$ cat src/rtl/core/mcs_pkg.sv
// Shared constants and types of the MIDI chunk header scanner.
package mcs_pkg;

  localparam int unsigned WIN_LEN = 14;
  localparam int unsigned HDR_LEN = 14;
  localparam int unsigned TRK_LEN = 8;
  localparam int unsigned FILL_W  = $clog2(WIN_LEN + 1);

  localparam logic [7:0] CHR_M = 8'h4D;
  localparam logic [7:0] CHR_T = 8'h54;
  localparam logic [7:0] CHR_H = 8'h68;
  localparam logic [7:0] CHR_D = 8'h64;
  localparam logic [7:0] CHR_R = 8'h72;
  localparam logic [7:0] CHR_K = 8'h6B;

  localparam logic [31:0] HDR_MIN_SIZE = 32'd6;
  localparam logic [15:0] FMT_MAX      = 16'd2;

  localparam logic [1:0] KIND_HDR = 2'd0;
  localparam logic [1:0] KIND_TRK = 2'd1;
  localparam logic [1:0] KIND_END = 2'd2;

  // Configuration port
  localparam int unsigned CFG_AW          = 3;
  localparam logic        REG_MAX_TRK_LEN = 1'b0;

  typedef logic [WIN_LEN-1:0][7:0] win_t;

  typedef struct packed {
    logic        hdr_ok;
    logic        trk_ok;
    logic [1:0]  format;
    logic [15:0] track_count;
    logic [15:0] division;
    logic [30:0] extra_header_bytes;
    logic [30:0] track_size;
  } match_t;

endpackage

$ cat src/rtl/core/mcs_in_if.sv
// Input channel: one file byte per item with its end-of-buffer flag.
interface mcs_in_if;
  logic       valid;
  logic       ready;
  logic [7:0] data_byte;
  logic       end_of_buffer;

  modport source (output valid, output data_byte, output end_of_buffer, input ready);
  modport sink (input valid, input data_byte, input end_of_buffer, output ready);
endinterface

$ cat src/rtl/core/mcs_out_if.sv
// Result channel: one chunk or end-of-buffer report per item.
interface mcs_out_if;
  logic        valid;
  logic        ready;
  logic [1:0]  kind;
  logic [31:0] skipped;
  logic [1:0]  format;
  logic [15:0] track_count;
  logic [15:0] division;
  logic [30:0] extra_header_bytes;
  logic [30:0] track_size;
  logic        last_of_run;

  modport source (output valid, output kind, output skipped, output format,
                  output track_count, output division, output extra_header_bytes,
                  output track_size, output last_of_run, input ready);
  modport sink (input valid, input kind, input skipped, input format,
                input track_count, input division, input extra_header_bytes,
                input track_size, input last_of_run, output ready);
endinterface

$ cat src/rtl/core/mcs_cell.sv
// One byte cell of the scan window: loads the incoming byte or takes its neighbour's.
module mcs_cell
  import mcs_pkg::*;
(
  input  logic              clk,
  input  logic              shift_en,
  input  logic              load_en,
  input  logic [FILL_W-1:0] cell_idx,
  input  logic [FILL_W-1:0] fill,
  input  logic [7:0]        in_byte,
  input  logic [7:0]        nbr_byte,
  output logic [7:0]        byte_q
);

  logic [7:0] byte_r;
  logic [7:0] byte_nxt;

  always_comb begin
    byte_nxt = byte_r;
    if (shift_en) begin
      byte_nxt = nbr_byte;
    end else if (load_en && (fill == cell_idx)) begin
      byte_nxt = in_byte;
    end
  end

  always_ff @(posedge clk) begin
    byte_r <= byte_nxt;
  end

  assign byte_q = byte_r;

endmodule

$ cat src/rtl/core/mcs_match.sv
// Header and track tests on the position at the head of the window.
module mcs_match
  import mcs_pkg::*;
(
  input  win_t              win,
  input  logic [FILL_W-1:0] fill,
  input  logic [30:0]       max_track_len,
  output match_t            m
);

  logic [31:0] size;
  logic [15:0] fmt;
  logic [15:0] div;
  logic        is_mthd;
  logic        is_mtrk;
  logic        trk_fits;

  always_comb begin
    size = {win[4], win[5], win[6], win[7]};
    fmt  = {win[8], win[9]};
    div  = {win[12], win[13]};

    is_mthd = (win[0] == CHR_M) && (win[1] == CHR_T) && (win[2] == CHR_H) &&
              (win[3] == CHR_D);
    is_mtrk = (win[0] == CHR_M) && (win[1] == CHR_T) && (win[2] == CHR_R) &&
              (win[3] == CHR_K);
    // zero limit: any size goes
    trk_fits = (max_track_len == 31'd0) || (size[30:0] <= max_track_len);

    m.hdr_ok = (fill >= FILL_W'(HDR_LEN)) && is_mthd && !size[31] &&
               (size >= HDR_MIN_SIZE) && (fmt <= FMT_MAX) && (div != 16'd0);
    m.trk_ok = (fill >= FILL_W'(TRK_LEN)) && is_mtrk && !size[31] && trk_fits;
    m.format             = fmt[1:0];
    m.track_count        = {win[10], win[11]};
    m.division           = div;
    m.extra_header_bytes = size[30:0] - HDR_MIN_SIZE[30:0];
    m.track_size         = size[30:0];
  end

endmodule

$ cat src/rtl/core/midi_chunk_header_scanner_top.sv
// Top level of the MIDI chunk header scanner: window chain, sequencer, results, registers.
//
//  channel  | direction | handshake          | payload
//  in_ch    | in        | valid/ready        | data_byte, end_of_buffer
//  out_ch   | out       | valid/ready        | kind, skipped, header and track fields
//  APB      | in        | psel/penable/pready | max_track_len at byte address 0
//
// While the window fills, each byte is only accepted; with the window full, each byte
// is accepted and then one position is tested by the match unit. A track found passes
// through the discard state while the 14-cell chain shifts out the rest of its header.
// After the last byte of a buffer the drain tests each remaining position in turn and
// then sends the end report. Reset has no clearing pass. A waiting result stalls
// the tests; once the window is full, or the buffer has ended, that holds off the
// input as well.
module midi_chunk_header_scanner_top
  import mcs_pkg::*;
(
  input  logic              clk,
  input  logic              rst_n,
  mcs_in_if.sink            in_ch,
  mcs_out_if.source         out_ch,
  input  logic              psel,
  input  logic              penable,
  input  logic              pwrite,
  input  logic [CFG_AW-1:0] paddr,
  input  logic [31:0]       pwdata,
  output logic [31:0]       prdata,
  output logic              pready
);

  localparam logic [1:0] ST_IDLE    = 2'd0;
  localparam logic [1:0] ST_RESOLVE = 2'd1;
  localparam logic [1:0] ST_DRAIN   = 2'd2;
  localparam logic [1:0] ST_DISCARD = 2'd3;

  localparam int unsigned DCNT_W = $clog2(TRK_LEN);
  localparam logic [DCNT_W-1:0] DISCARD_LEN = DCNT_W'(TRK_LEN - 1);

  logic [1:0]        state_r, state_nxt;
  logic [FILL_W-1:0] fill_r, fill_nxt;
  logic [31:0]       skip_r, skip_nxt;
  logic [DCNT_W-1:0] dcnt_r, dcnt_nxt;
  logic              drain_r, drain_nxt;
  logic [30:0]       max_len_r, max_len_nxt;

  logic        out_valid_r, out_valid_nxt;
  logic [1:0]  out_kind_r, out_kind_nxt;
  logic [31:0] out_skip_r, out_skip_nxt;
  logic [1:0]  out_fmt_r, out_fmt_nxt;
  logic [15:0] out_tcnt_r, out_tcnt_nxt;
  logic [15:0] out_div_r, out_div_nxt;
  logic [30:0] out_extra_r, out_extra_nxt;
  logic [30:0] out_tsize_r, out_tsize_nxt;
  logic        out_last_r, out_last_nxt;

  logic   accept;
  logic   out_free;
  logic   shift_en;
  logic   cfg_we;
  win_t   win;
  match_t m;
  logic [31:0] skip_inc;

  // ---------------------------------------------------------------- window chain
  for (genvar i = 0; i < WIN_LEN; i++) begin : g_cell
    logic [7:0] nbr;
    if (i == WIN_LEN - 1) begin : g_tail
      assign nbr = 8'h00;
    end else begin : g_body
      assign nbr = win[i+1];
    end
    mcs_cell u_cell (
      .clk      (clk),
      .shift_en (shift_en),
      .load_en  (accept),
      .cell_idx (FILL_W'(i)),
      .fill     (fill_r),
      .in_byte  (in_ch.data_byte),
      .nbr_byte (nbr),
      .byte_q   (win[i])
    );
  end

  mcs_match u_match (
    .win           (win),
    .fill          (fill_r),
    .max_track_len (max_len_r),
    .m             (m)
  );

  // ---------------------------------------------------------------- registers
  assign cfg_we = psel && penable && pwrite;
  assign pready = 1'b1;
  assign prdata = (paddr[2] == REG_MAX_TRK_LEN) ? {1'b0, max_len_r} : 32'd0;

  always_comb begin
    max_len_nxt = max_len_r;
    if (cfg_we && (paddr[2] == REG_MAX_TRK_LEN)) begin
      max_len_nxt = pwdata[30:0];
    end
  end

  // ---------------------------------------------------------------- sequencer
  assign in_ch.ready = (state_r == ST_IDLE);
  assign accept      = in_ch.valid && in_ch.ready;
  assign out_free    = !out_valid_r || out_ch.ready;
  assign skip_inc    = (skip_r == 32'hFFFF_FFFF) ? skip_r : skip_r + 32'd1;

  always_comb begin
    state_nxt = state_r;
    fill_nxt  = fill_r;
    skip_nxt  = skip_r;
    dcnt_nxt  = dcnt_r;
    drain_nxt = drain_r;
    shift_en  = 1'b0;

    out_valid_nxt = out_valid_r && !out_ch.ready;
    out_kind_nxt  = out_kind_r;
    out_skip_nxt  = out_skip_r;
    out_fmt_nxt   = out_fmt_r;
    out_tcnt_nxt  = out_tcnt_r;
    out_div_nxt   = out_div_r;
    out_extra_nxt = out_extra_r;
    out_tsize_nxt = out_tsize_r;
    out_last_nxt  = out_last_r;

    case (state_r)
      ST_IDLE: begin
        if (accept) begin
          fill_nxt = fill_r + FILL_W'(1);
          if (in_ch.end_of_buffer) begin
            state_nxt = ST_DRAIN;
          end else if (fill_r == FILL_W'(WIN_LEN - 1)) begin
            state_nxt = ST_RESOLVE;
          end
        end
      end
      ST_RESOLVE, ST_DRAIN: begin
        if (out_free) begin
          if ((state_r == ST_DRAIN) && (fill_r == '0)) begin
            // buffer exhausted: report the end and start afresh
            out_valid_nxt = 1'b1;
            out_kind_nxt  = KIND_END;
            out_skip_nxt  = skip_r;
            out_fmt_nxt   = 2'd0;
            out_tcnt_nxt  = 16'd0;
            out_div_nxt   = 16'd0;
            out_extra_nxt = 31'd0;
            out_tsize_nxt = 31'd0;
            out_last_nxt  = 1'b1;
            skip_nxt      = 32'd0;
            state_nxt     = ST_IDLE;
          end else if (m.hdr_ok) begin
            out_valid_nxt = 1'b1;
            out_kind_nxt  = KIND_HDR;
            out_skip_nxt  = skip_r;
            out_fmt_nxt   = m.format;
            out_tcnt_nxt  = m.track_count;
            out_div_nxt   = m.division;
            out_extra_nxt = m.extra_header_bytes;
            out_tsize_nxt = 31'd0;
            out_last_nxt  = (state_r == ST_RESOLVE);
            skip_nxt      = 32'd0;
            fill_nxt      = '0;   // header fills the whole window
            if (state_r == ST_RESOLVE) begin
              state_nxt = ST_IDLE;
            end
          end else if (m.trk_ok) begin
            out_valid_nxt = 1'b1;
            out_kind_nxt  = KIND_TRK;
            out_skip_nxt  = skip_r;
            out_fmt_nxt   = 2'd0;
            out_tcnt_nxt  = 16'd0;
            out_div_nxt   = 16'd0;
            out_extra_nxt = 31'd0;
            out_tsize_nxt = m.track_size;
            out_last_nxt  = (state_r == ST_RESOLVE);
            skip_nxt      = 32'd0;
            shift_en      = 1'b1;
            fill_nxt      = fill_r - FILL_W'(1);
            dcnt_nxt      = DISCARD_LEN;
            drain_nxt     = (state_r == ST_DRAIN);
            state_nxt     = ST_DISCARD;
          end else begin
            // no chunk here: drop one byte
            skip_nxt = skip_inc;
            shift_en = 1'b1;
            fill_nxt = fill_r - FILL_W'(1);
            if (state_r == ST_RESOLVE) begin
              state_nxt = ST_IDLE;
            end
          end
        end
      end
      ST_DISCARD: begin
        // shift out the rest of the track header
        shift_en = 1'b1;
        fill_nxt = fill_r - FILL_W'(1);
        dcnt_nxt = dcnt_r - DCNT_W'(1);
        if (dcnt_r == DCNT_W'(1)) begin
          state_nxt = drain_r ? ST_DRAIN : ST_IDLE;
        end
      end
      default: begin
        state_nxt = ST_IDLE;
      end
    endcase
  end

  always_ff @(posedge clk) begin
    if (!rst_n) begin
      state_r     <= ST_IDLE;
      fill_r      <= '0;
      skip_r      <= 32'd0;
      dcnt_r      <= '0;
      drain_r     <= 1'b0;
      max_len_r   <= 31'd0;
      out_valid_r <= 1'b0;
    end else begin
      state_r     <= state_nxt;
      fill_r      <= fill_nxt;
      skip_r      <= skip_nxt;
      dcnt_r      <= dcnt_nxt;
      drain_r     <= drain_nxt;
      max_len_r   <= max_len_nxt;
      out_valid_r <= out_valid_nxt;
    end
  end

  always_ff @(posedge clk) begin
    out_kind_r  <= out_kind_nxt;
    out_skip_r  <= out_skip_nxt;
    out_fmt_r   <= out_fmt_nxt;
    out_tcnt_r  <= out_tcnt_nxt;
    out_div_r   <= out_div_nxt;
    out_extra_r <= out_extra_nxt;
    out_tsize_r <= out_tsize_nxt;
    out_last_r  <= out_last_nxt;
  end

  assign out_ch.valid              = out_valid_r;
  assign out_ch.kind               = out_kind_r;
  assign out_ch.skipped            = out_skip_r;
  assign out_ch.format             = out_fmt_r;
  assign out_ch.track_count        = out_tcnt_r;
  assign out_ch.division           = out_div_r;
  assign out_ch.extra_header_bytes = out_extra_r;
  assign out_ch.track_size         = out_tsize_r;
  assign out_ch.last_of_run        = out_last_r;

  // ---------------------------------------------------------------- checks
  a_accept_room: assert property (@(posedge clk) disable iff (!rst_n)
    accept |-> (fill_r < FILL_W'(WIN_LEN)))
    else $error("byte accepted into a full window");

  a_resolve_full: assert property (@(posedge clk) disable iff (!rst_n)
    (state_r == ST_RESOLVE) |-> (fill_r == FILL_W'(WIN_LEN)))
    else $error("position tested before the window is full");

  a_end_to_drain: assert property (@(posedge clk) disable iff (!rst_n)
    (accept && in_ch.end_of_buffer) |=> (state_r == ST_DRAIN))
    else $error("last byte did not start the drain");

  a_end_is_last: assert property (@(posedge clk) disable iff (!rst_n)
    (out_valid_r && (out_kind_r == KIND_END)) |-> out_last_r)
    else $error("end report not marked last of run");

  a_discard_room: assert property (@(posedge clk) disable iff (!rst_n)
    (state_r == ST_DISCARD) |-> ((dcnt_r != '0) && (fill_r != '0)))
    else $error("track discard ran past the window");

endmodule

$ cat src/flat_wrapper.sv
// flat-port wrapper written by rule: the top's interface ports become plain ports
module midi_chunk_header_scanner_top_flat import mcs_pkg::*;
  (clk, rst_n, psel, penable, pwrite, paddr, pwdata, prdata, pready, in_ch_valid, in_ch_data_byte, in_ch_end_of_buffer, in_ch_ready, out_ch_valid, out_ch_kind, out_ch_skipped, out_ch_format, out_ch_track_count, out_ch_division, out_ch_extra_header_bytes, out_ch_track_size, out_ch_last_of_run, out_ch_ready);
  mcs_in_if in_ch_i ();
  mcs_out_if out_ch_i ();
  input  logic clk;
  input  logic rst_n;
  input  logic psel;
  input  logic penable;
  input  logic pwrite;
  input  logic [CFG_AW-1:0] paddr;
  input  logic [31:0] pwdata;
  output logic [31:0] prdata;
  output logic pready;
  input wire logic [$bits(in_ch_i.valid)-1:0] in_ch_valid;
  input wire logic [$bits(in_ch_i.data_byte)-1:0] in_ch_data_byte;
  input wire logic [$bits(in_ch_i.end_of_buffer)-1:0] in_ch_end_of_buffer;
  output wire logic [$bits(in_ch_i.ready)-1:0] in_ch_ready;
  output wire logic [$bits(out_ch_i.valid)-1:0] out_ch_valid;
  output wire logic [$bits(out_ch_i.kind)-1:0] out_ch_kind;
  output wire logic [$bits(out_ch_i.skipped)-1:0] out_ch_skipped;
  output wire logic [$bits(out_ch_i.format)-1:0] out_ch_format;
  output wire logic [$bits(out_ch_i.track_count)-1:0] out_ch_track_count;
  output wire logic [$bits(out_ch_i.division)-1:0] out_ch_division;
  output wire logic [$bits(out_ch_i.extra_header_bytes)-1:0] out_ch_extra_header_bytes;
  output wire logic [$bits(out_ch_i.track_size)-1:0] out_ch_track_size;
  output wire logic [$bits(out_ch_i.last_of_run)-1:0] out_ch_last_of_run;
  input wire logic [$bits(out_ch_i.ready)-1:0] out_ch_ready;
  assign in_ch_i.valid = in_ch_valid;
  assign in_ch_i.data_byte = in_ch_data_byte;
  assign in_ch_i.end_of_buffer = in_ch_end_of_buffer;
  assign in_ch_ready = in_ch_i.ready;
  assign out_ch_valid = out_ch_i.valid;
  assign out_ch_kind = out_ch_i.kind;
  assign out_ch_skipped = out_ch_i.skipped;
  assign out_ch_format = out_ch_i.format;
  assign out_ch_track_count = out_ch_i.track_count;
  assign out_ch_division = out_ch_i.division;
  assign out_ch_extra_header_bytes = out_ch_i.extra_header_bytes;
  assign out_ch_track_size = out_ch_i.track_size;
  assign out_ch_last_of_run = out_ch_i.last_of_run;
  assign out_ch_i.ready = out_ch_ready;
  midi_chunk_header_scanner_top u_core (.clk(clk), .rst_n(rst_n), .in_ch(in_ch_i), .out_ch(out_ch_i), .psel(psel), .penable(penable), .pwrite(pwrite), .paddr(paddr), .pwdata(pwdata), .prdata(prdata), .pready(pready));
endmodule
$ cat config.mk
export PLATFORM = sky130hd
export DESIGN_NAME = midi_chunk_header_scanner_top_flat
export DESIGN_NICKNAME = d
export VERILOG_FILES = /design/src/rtl/core/mcs_pkg.sv /design/src/rtl/core/mcs_in_if.sv /design/src/rtl/core/mcs_out_if.sv /design/src/rtl/core/mcs_cell.sv /design/src/rtl/core/mcs_match.sv /design/src/rtl/core/midi_chunk_header_scanner_top.sv /design/src/flat_wrapper.sv
export SDC_FILE = /design/constraint.sdc
export NUM_CORES = 1
export LEC_CHECK = 0
export BUFFER_PORTS_ARGS = -buffer_cell sky130_fd_sc_hd__buf_2
export CORE_UTILIZATION = 25
export CTS_BUF_LIST = sky130_fd_sc_hd__clkbuf_2 sky130_fd_sc_hd__clkbuf_4 sky130_fd_sc_hd__clkbuf_8
export DETAILED_ROUTE_END_ITERATION = 16
export PLACE_DENSITY_LB_ADDON = 0.2
export SYNTH_ARGS = -nofsm -noshare
export SYNTH_HDL_FRONTEND = slang
export SYNTH_SLANG_ARGS = --single-unit
export TNS_END_PERCENT = 100
$ cat constraint.sdc
create_clock -name clk -period 15.2 [get_ports clk]
set_input_delay 0.76 -clock clk [delete_from_list [all_inputs] [get_ports clk]]
set_output_delay 0.76 -clock clk [all_outputs]
set_load 0.02 [all_outputs]
# After elaboration in Yosys (flattened, before gate mapping)
# Cells that the tools add are included.
[totals] ff_bits=317 word_cells=216
[op_classes] addsub=5 order_cmp=5 n_eq_ne=32 n_mux=76 n_bitwise=3 reduce_logical=65
[op_table] cell="32-bit two-way mux" count=7
[op_table] cell="8-bit two-way mux" count=26
[op_table] cell="31-bit two-way mux" count=4
[op_table] cell="8-bit by 7-bit equality test with 1-bit output, second input constant" count=6
[op_table] cell="16-bit two-way mux" count=3
[op_table] cell="1-bit logical AND" count=33
[op_table] cell="32-bit by 1-bit adder with 32-bit output, second input constant" count=1
[op_table] cell="32-bit equality test, second input constant" count=1
[op_table] cell="32-bit by 3-bit greater-or-equal comparator with 1-bit output, second input constant" count=1
[op_table] cell="31-bit less-or-equal comparator" count=1
[op_table] cell="31-bit zero test" count=1
[op_table] cell="31-bit by 3-bit subtractor with 31-bit output, second input constant" count=1
[op_table] cell="2-bit two-way mux" count=14
[op_table] cell="2-bit nonzero test" count=14
[op_table] cell="4-bit equality test, second input constant" count=6
[op_table] cell="4-bit by 3-bit equality test with 1-bit output, second input constant" count=4
[op_table] cell="16-bit by 2-bit less-or-equal comparator with 1-bit output, second input constant" count=1
[op_table] cell="4-bit two-way mux" count=4
[op_table] cell="16-bit nonzero test" count=1
[op_table] cell="3-bit two-way mux" count=4
[op_table] cell="4-bit case mux with 3 select lines" count=1
[op_table] cell="1-bit two-way mux" count=10
[op_table] cell="5-bit AND reduction" count=2
[op_table] cell="3-bit AND reduction" count=3
[op_table] cell="24 further kinds" count=37

# Logic depth before layout (Yosys ltp)
# Gate-level depths: netlist (run 1).
[logic_depth] ltp_word=14 ltp_mapped=13 ltp_nobuf=10

# By module
# From an unflattened synthesis (run 1), not the netlist that was laid out.
[unflattened] cells_unflattened=1366 area_unflattened_um2=16135.5
[by_module_without_submodules] module="midi_chunk_header_scanner_top" n_inst=1 cells_each=754 area_each_um2=8623.3 seq_area_each_um2=5415.2
[by_module_without_submodules] module="mcs_cell" n_inst=14 cells_each=23 area_each_um2=386.6 seq_area_each_um2=240.2
[by_module_without_submodules] module="mcs_match" n_inst=1 cells_each=290 area_each_um2=2099.5 seq_area_each_um2=0.0

# Worst setup path before layout (run 1)
# No wires, ideal clock.
[synth_timing] kind="flip-flop to flip-flop" start="register u_core.g_cell[6].u_cell.byte_r[0]" end="register u_core.out_div_r[0] (netlist: u_core.out_ch.division[0]) (enable)" arrival_time_ps=7765 setup_slack_ps=6812 path_stages_with_launch=9 synth_period_minus_slack_ps=8388 path_cell_list="edfxtp_1 > ha_1 > a21oi_1 > o21ai_0 > a221oi_1 > a2111oi_0 > a211oi_1 > nor3_1 > nor2_1"
[synth_between] elab_chain_len=6 word_cells_on_any_way=9 cone_classes="order compare (2); reduce/logical (7)"
[synth_lines] item="start, declared" line="mcs_cell.sv:15" rtl="logic [7:0] byte_r;"
[synth_lines] item="start signal, assigned" line="mcs_cell.sv:28" rtl="byte_r <= byte_nxt;"
[synth_lines] item="32-bit by 3-bit greater-or-equal comparator with 1-bit output" line="mcs_match.sv:31" rtl="(size >= HDR_MIN_SIZE) && (fmt <= FMT_MAX) && (div != 16'd0);"
[synth_lines] item="1-bit logical AND" line="mcs_match.sv:30" rtl="m.hdr_ok = (fill >= FILL_W'(HDR_LEN)) && is_mthd && !size[31] &&"
[synth_lines] item="1-bit logical AND (2 in series)" line="mcs_match.sv:31"
[synth_lines] item="3-bit nonzero test (no source line) *"
[synth_lines] item="3-bit AND reduction (no source line) *"
[synth_lines] item="end signal, assigned" line="midi_chunk_header_scanner_top.sv:235" rtl="out_div_r <= out_div_nxt;"
[synth_lines] item="end, declared" line="midi_chunk_header_scanner_top.sv:51" rtl="logic [15:0] out_div_r, out_div_nxt;"
# Mark *: on every way between the ends. The rest lies on a longest branch, timed or not.
# A chain may end at the register's enable or synchronous reset.

# Final worst setup path (run 1)
[layout_timing] start="register u_core.g_cell[7].u_cell.byte_r[5]" end="register u_core.g_cell[6].u_cell.byte_r[4] (data pin)"
[layout_between] elab_chain_len=9
[layout_lines] item="start, declared" line="mcs_cell.sv:15"
[layout_lines] item="start signal, assigned" line="mcs_cell.sv:28"
[layout_lines] item="32-bit by 3-bit greater-or-equal comparator with 1-bit output" line="mcs_match.sv:31"
[layout_lines] item="1-bit logical AND" line="mcs_match.sv:30"
[layout_lines] item="1-bit logical AND (2 in series)" line="mcs_match.sv:31"
[layout_lines] item="1-bit two-way mux" line="midi_chunk_header_scanner_top.sv:153" rtl="end else if (m.hdr_ok) begin"
[layout_lines] item="1-bit two-way mux" line="midi_chunk_header_scanner_top.sv:140" rtl="if ((state_r == ST_DRAIN) && (fill_r == '0)) begin"
[layout_lines] item="1-bit two-way mux" line="midi_chunk_header_scanner_top.sv:139" rtl="if (out_free) begin"
[layout_lines] item="1-bit case mux with 2 select lines" line="midi_chunk_header_scanner_top.sv:127" rtl="case (state_r)"
[layout_lines] item="8-bit two-way mux" line="mcs_cell.sv:20" rtl="if (shift_en) begin"
[layout_lines] item="via u_core.g_cell[6].u_cell.byte_nxt[4]" line="mcs_cell.sv:16" rtl="logic [7:0] byte_nxt;"
# The timed path passes the listed nets, and every way through them passes these cells.

==> impl_metrics.yaml, run 1 <==
floorplan:
  io_pins: 217
  dieArea_mm2: 0.05825
  core_area_mm2: 0.05650
  rows: 87
  die_y_um: 241.3
  start_util_pct: 25.35
  die_x_um: 241.3
timing:
  rsz0062_at_grt: "false"
  slew_headroom_pct: 26.46
  fmax_ghz: 0.1934
  setup_viol: 0
  final-hold-violation-count: 0
  worst_pin_slew_ps: 1102
  final.min_clock_period_ps: 5169
  setup-tns-final_ps: 0
  period_share_pct: 34.01
  skew_ps: 23.14
  slew_viol_final: 0
setup_path:
  timing.rr.start: "u_core.g_cell[7].u_cell.byte_q[5]"
  start_kind: "register"
  crit_family: "simple AND/OR/NAND/NOR gates"
  worstPathArrival_ps: 5550
  path_buf_inv: 2
  worstPathCellList: "or4_1, or4_1, nor4_4, a211o_2, a31oi_4, nor2_4, buf_4, buf_4, nor2b_2, a21o_1"
  worstSetupStartpoint: "u_core.g_cell[7].u_cell.byte_q[5]"
  slowest_delay_ps: 740
  worstSetupPathType: "register to register"
  crit_path_end_kind: "register"
  critPathMaxFanout: 71
  critical_path.slowest_cell: "or4_1"
  worstPathRequired_ps: 15590
synth:
  synth.most_common_cell: "edfxtp_1"
  synth_seq_area_share_pct: 60.74
  syn_area_mm2: 0.01432
  synthTopCellsByCount: "edfxtp_1 (235), a21o_1 (116), nand2_1 (105)"
  synth-main-ff-cell: "edfxtp_1"
  syn_nets: 1332
  avgSynthCellArea_um2: 11.59
  synth_xor_area_share_pct: 2.079
  netlist_instances: 1236
  synth_edf_count: 235
  synth_top_area_share_pct: 49.27
  synth-compound-area-share_pct: 12.86
  async_flop_share_pct: 0
  yosys.area_share.simple_pct: 16.11
  synth_top_family_by_area: "simple AND/OR/NAND/NOR gates"
  synthTopCellsByArea: "edfxtp_1 (49%), dfxtp_1 (11%), a21o_1 (6.1%)"
  ys_types: 62
  ys_seq_elements: 317
  synth_top_area_cell: "edfxtp_1"
  synthAdderAreaFrac_pct: 3.932
  ys_warn_count: 0
  yosys-mux-area-fraction_pct: 0.6290
clocking:
  ctsHoldBuffers: 0
  cts.sinks: 317
  numCtsBuffers: 55
  cts_tree: "done"
  insertion_delay_ps: 640
  cts.htree.levels: 2
  cts_resized: 0
  post_cts.repair.setup_buffers: 0
  clockBufferDepth: 3
  clkTransAtPathRegs_ps: 60
  cts_root_buffer: "clkbuf_8"
min_path:
  hp-start: "pwdata[25]"
  hp-class: "primary input to register"
layout:
  drive_above_1_share_pct: 22.16
  syn2layout_area_growth_pct: 20.77
  fin_area_mm2: 0.01730
  final_cell_count_no_fill: 2260
  fin_nets: 1553
  fill_cells: 5863
route:
  met1Wirelength_um: 17170
  dr.first_iter.drc_count: 540
  first_pass_iters: 5
  finalWirelength_um: 41590
  drc: 0
  detail-route-antenna-nets: 0
  vias: 10321
  wire_per_inst_um: 18.40
  top_layer: "met5"
  via_per_inst: 4.567
  wl_met2_um: 21260
  met3WireLength_um: 2116
outcome:
  status: "finished clean"
power_and_ir_drop:
  vdd_drop_max_mv: 0.05233
  power.leakage_uw: 0.006723
  powerDensity_mw_per_mm2: 158.3
flow_run:
  maxCapViolCount: 0
global_routing:
  grt_pass1_vias: 10031
  antenna_found_initial: 2
  grt.overflow.total: 0
  grt_pass1_wl_um: 60690
  grt_max_degree: 72
  track_usage_pct: 13.94
placement:
  dpl-instance-area_mm2: 0.01616
  placedCellCount: 2156
  io_buffer_count: 211
  dp_hpwl_um: 29190
  gp_congestion: 0.8108
==> state kept, by name, summed over array words and instances, names as in the netlist, 3 cells and up <==
| name | count |
|---|---|
| u_core.out_ch.track_count | 16 |
| u_core.out_ch.extra_header_bytes | 31 |
| u_core.out_ch.division | 16 |
| u_core.dcnt_r | 3 |
| u_core.fill_r | 4 |
| u_core.skip_r | 32 |
| u_core.out_ch.skipped | 32 |
| u_core.g_cell.u_cell.byte_q | 112 |
| u_core.out_ch.track_size | 31 |
| u_core.max_len_r | 31 |
==> through the flow <==
stage	hold WS [ps]	setup slack, ps	util (%)	power, uW
floorplan	431.4	6812	-	1721
global placement	454.3	10030	28.61	1944
detailed placement	462.0	9983	28.61	1954
CTS	296.3	9979	30.61	2781
global route	322.1	9713	30.61	2892
finish	356.6	10030	30.61	2737
==> placed cells by master (no fill, tap or decap), drive strengths merged, types with 5 or more instances in the layout <==
cell	instances
edfxtp	235
buf	231
a21o	116
nand2	105
nor2	103
dfxtp	82
a21oi	74
clkbuf	72
inv	49
ha	45
and3	41
and2	39
clkinv	26
nor4	23
o21ai	23
nand3	21
nor3	18
or3	18
xor2	17
xnor2	17
nand4	16
o211ai	11
or4	9
mux2i	9
nor2b	9
nand2b	8
nor3b	7
o31ai	7
a211oi	7
o21a	6
and4	5
a31oi	5
==> routing by layer <==
layer	vias to the layer above	track usage [%]
met5	-	0
met4	2	4.987
met3	67	3.213
met2	258	24.63
met1	5009	16.41
li1	4985	-
==> worst min-delay path: stages <==
cell     delay, ps
buf_2           90
nand2_1         40
a21oi_1         50
==> area by class of cell <==
class / count / area (um2) / share of cell area [%]
diodes: 1 / 2.502 / 0.01447
clock buffers: 72 / 909.6 / 5.259
clock inverters: 31 / 221.5 / 1.280
inverters: 48 / 180.2 / 1.042
multi-input cells: 804 / 5131 / 29.67
flip-flops and latches: 317 / 8698 / 50.29
well taps: 756 / 945.9 / 5.469
repair buffers: 231 / 1206 / 6.974
==> final timing paths <==
path | depth (start not counted) | slack, ps | end
max | 10 | 10030 | u_core.g_cell[6].u_cell.byte_q[4]
min | 3 | 360 | u_core.max_len_r[25]
max reg2reg | 10 | 10030 | u_core.g_cell[6].u_cell.byte_q[4]
min reg2reg | 2 | 470 | u_core.max_len_r[25]
==> cell families after synthesis <==
family | Yosys count
AND/OR/NAND/NOR | 443
flip-flops | 317
AO/OA/AOI/OAI | 271
buffers and inverters | 115
adder cells (fa/ha/maj) | 45
XOR/XNOR | 34
multiplexers | 9
other | 2
==> power by group <==
part	switching [uW]	total [uW]	internal (uW)
Sequential	128	1280	1150
Clock	365	807	442
Combinational	432	653	221
Total	925	2740	1810
Power figures use the tool's default switching activity.
==> run 2: changes to the inputs <==
- clock period: 15.2 -> 4.4 ns (I/O delays scaled with it)
==> run 2 against run 1 <==
  * Clock power rose to 3.6 times the previous value
  * Worst setup slack worse by 9500 ps
  * Non-clock buffer count up 53
  * Utilization grew 1.0 points
  * Fmax increased by 33%
  * Register-to-register slack worse by 9500 ps
  * Power rose to 3.5 times the previous value
  * Combinational power rose to 3.6 times the previous value
  * Clock-buffer cell count fell by 3
  * Highest routed layer unchanged
==> impl_metrics.yaml, run 2 (synthesis gave the netlist of run 1 again) <==
setup_path:
  crit_path_end_kind: "register"
  critPathMaxFanout: 60
  worstSetupStartpoint: "u_core.g_cell[7].u_cell.byte_q[5]"
  path_buf_inv: 2
  crit_family: "simple AND/OR/NAND/NOR gates"
  regToRegSetupSlack_ps: 510
  worstPathArrival_ps: 4270
  r2r_end: "u_core.g_cell[4].u_cell.byte_q[1]"
  worstSetupEndpoint: "u_core.g_cell[4].u_cell.byte_q[1]"
  worstSetupPathType: "register to register"
  worstPathCellList: "or4_1, or4_1, nor4_4, a211o_2, a31oi_4, nor2_4, buf_12, nor2b_1, buf_4, a21o_1"
  worstRegToRegCells: 10
  critical_path.most_common_cell: "or4_1"
  slowest_delay_ps: 680
  timing.rr.start: "u_core.g_cell[7].u_cell.byte_q[5]"
  start_kind: "register"
  cp.depth: 10
  critical_path.slowest_cell: "or4_1"
  worstPathRequired_ps: 4780
clocking:
  cts.sinks: 317
  numCtsBuffers: 54
  insertion_delay_ps: 630
  cts_tree: "done"
  cts_root_buffer: "clkbuf_8"
  cts.htree.levels: 2
  clkTransAtPathRegs_ps: 60
  clockBufferDepth: 3
timing:
  fmax_ghz: 0.2574
  final.min_clock_period_ps: 3886
  slew_viol_final: 0
  slew_headroom_pct: 24.90
  rsz0062_at_grt: "false"
  period_share_pct: 88.31
  skew_ps: 13.66
  worst_pin_slew_ps: 1126
  final-hold-violation-count: 0
  setup_viol: 0
  setup-tns-final_ps: 0
route:
  drc: 0
  via_per_inst: 4.546
  detail-route-antenna-nets: 0
  finalWirelength_um: 42940
  dr.first_iter.drc_count: 702
  wire_per_inst_um: 18.58
  vias: 10505
  first_pass_iters: 5
layout:
  fin_area_mm2: 0.01789
  layout_common_cells: "edfxtp_1 (235), buf_2 (211), a21o_1 (116)"
  post-route-util_pct: 31.66
  final_common_cell: "edfxtp_1"
  fin_nets: 1605
  largest_reg_flops: 112
  syn2layout_area_growth_pct: 24.90
  drive_above_1_share_pct: 22.33
placement:
  io_buffer_count: 211
  dpl-instance-area_mm2: 0.01629
  gp_congestion: 0.7642
  dp_hpwl_um: 30280
global_routing:
  use_met1_pct: 18.06
  grt_max_degree: 79
  grt_pass1_wl_um: 63260
  grt.overflow.total: 0
  grtUsageMet2_pct: 24.62
  antenna_found_initial: 1
  grt.busiest_layer: "met2"
  track_usage_pct: 14.44
  use_met3_pct: 2.837
  grt_pass1_vias: 10283
floorplan:
  die_x_um: 241.3
  die_y_um: 241.3
  dieArea_mm2: 0.05825
  rows: 87
  core_area_mm2: 0.05650
  io_pins: 217
  start_util_pct: 25.35
min_path:
  hold_path_depth: 3
  hp-class: "primary input to register"
power_and_ir_drop:
  power.leakage_uw: 0.006980
  vdd_drop_max_mv: 0.2162
  powerDensity_mw_per_mm2: 541.5
flow_run:
  maxCapViolCount: 0
outcome:
  status: "finished clean"
## run 2: cell count changes in the layout (fill, tap and decap cells not counted), moves of 2 or more
cell,change
clkinv_2,+2
bufinv_16,+3
clkinv_1,-4
dlygate4sd3_1,+42
buf_12,+3
clkbuf_8,-3
buf_4,+8
## run 2: area by class of cell
| cell class | count | area, um2 |
|---|---|---|
| timing repair buffer | 284 | 1747 |
| fill | 5738 | 38610 |
| tap | 756 | 945.9 |
| clock buffer | 69 | 868.3 |
| inverter | 48 | 180.2 |
| multi-input combinational | 804 | 5140 |
| sequential | 317 | 8698 |
| antenna | 1 | 2.502 |
| clock inverter | 32 | 305.3 |
## run 2: worst min-delay path by stage
stage,from,endpoint,slack [ps]
2_1_floorplan,pwdata[10],u_core.max_len_r[10],360
3_3_place_gp,u_core.skip_r[28],u_core.out_ch.skipped[28],450
3_5_place_dp,u_core.skip_r[28],u_core.out_ch.skipped[28],450
4_1_cts,out_ch_ready,u_core.out_ch.valid,20
5_1_grt,out_ch_ready,u_core.out_ch.valid,50
6_report,out_ch_ready,u_core.out_ch.valid,50
## run 2: tightest hold or removal path, delay by kind of cell
family          cells  cell delay (ps)
compound gates      1              100
buf+inv             1               70
simple gates        1              240
## run 2: power breakdown
part | switching [uW] | internal (uW) | leakage (uW)
clock | 1270 | 1650 | 0.000616
sequential | 423 | 3970 | 0.00275
combinational | 1530 | 840 | 0.00362
total | 3230 | 6460 | 0.00698
## run 2: timing repair
action | in CTS | in global routing
buffers inserted | 0 | 0
hold buffers | 42 | 0
resized for setup | 0 | 0
hold endpoints to repair | 46 | 0
setup endpoints to repair | 0 | 0
## run 2: metal layers
metal,up-vias,wire [um]
met5,-,13
met4,2,1228
met3,83,2007
met2,249,21140
met1,5094,18560
li1,5077,-
## run 2: through the flow
stage	hold slack (ps)	setup slack [ps]	std cells	total power (uW)
2_1_floorplan	356.0	12.15	1236	5929
3_3_place_gp	450.2	557.9	2167	6790
3_5_place_dp	454.8	552.9	2167	6819
4_1_cts	16.41	518.6	2310	9838
5_1_grt	54.74	373.7	2310	10220
6_report	52.28	514.4	2311	9686
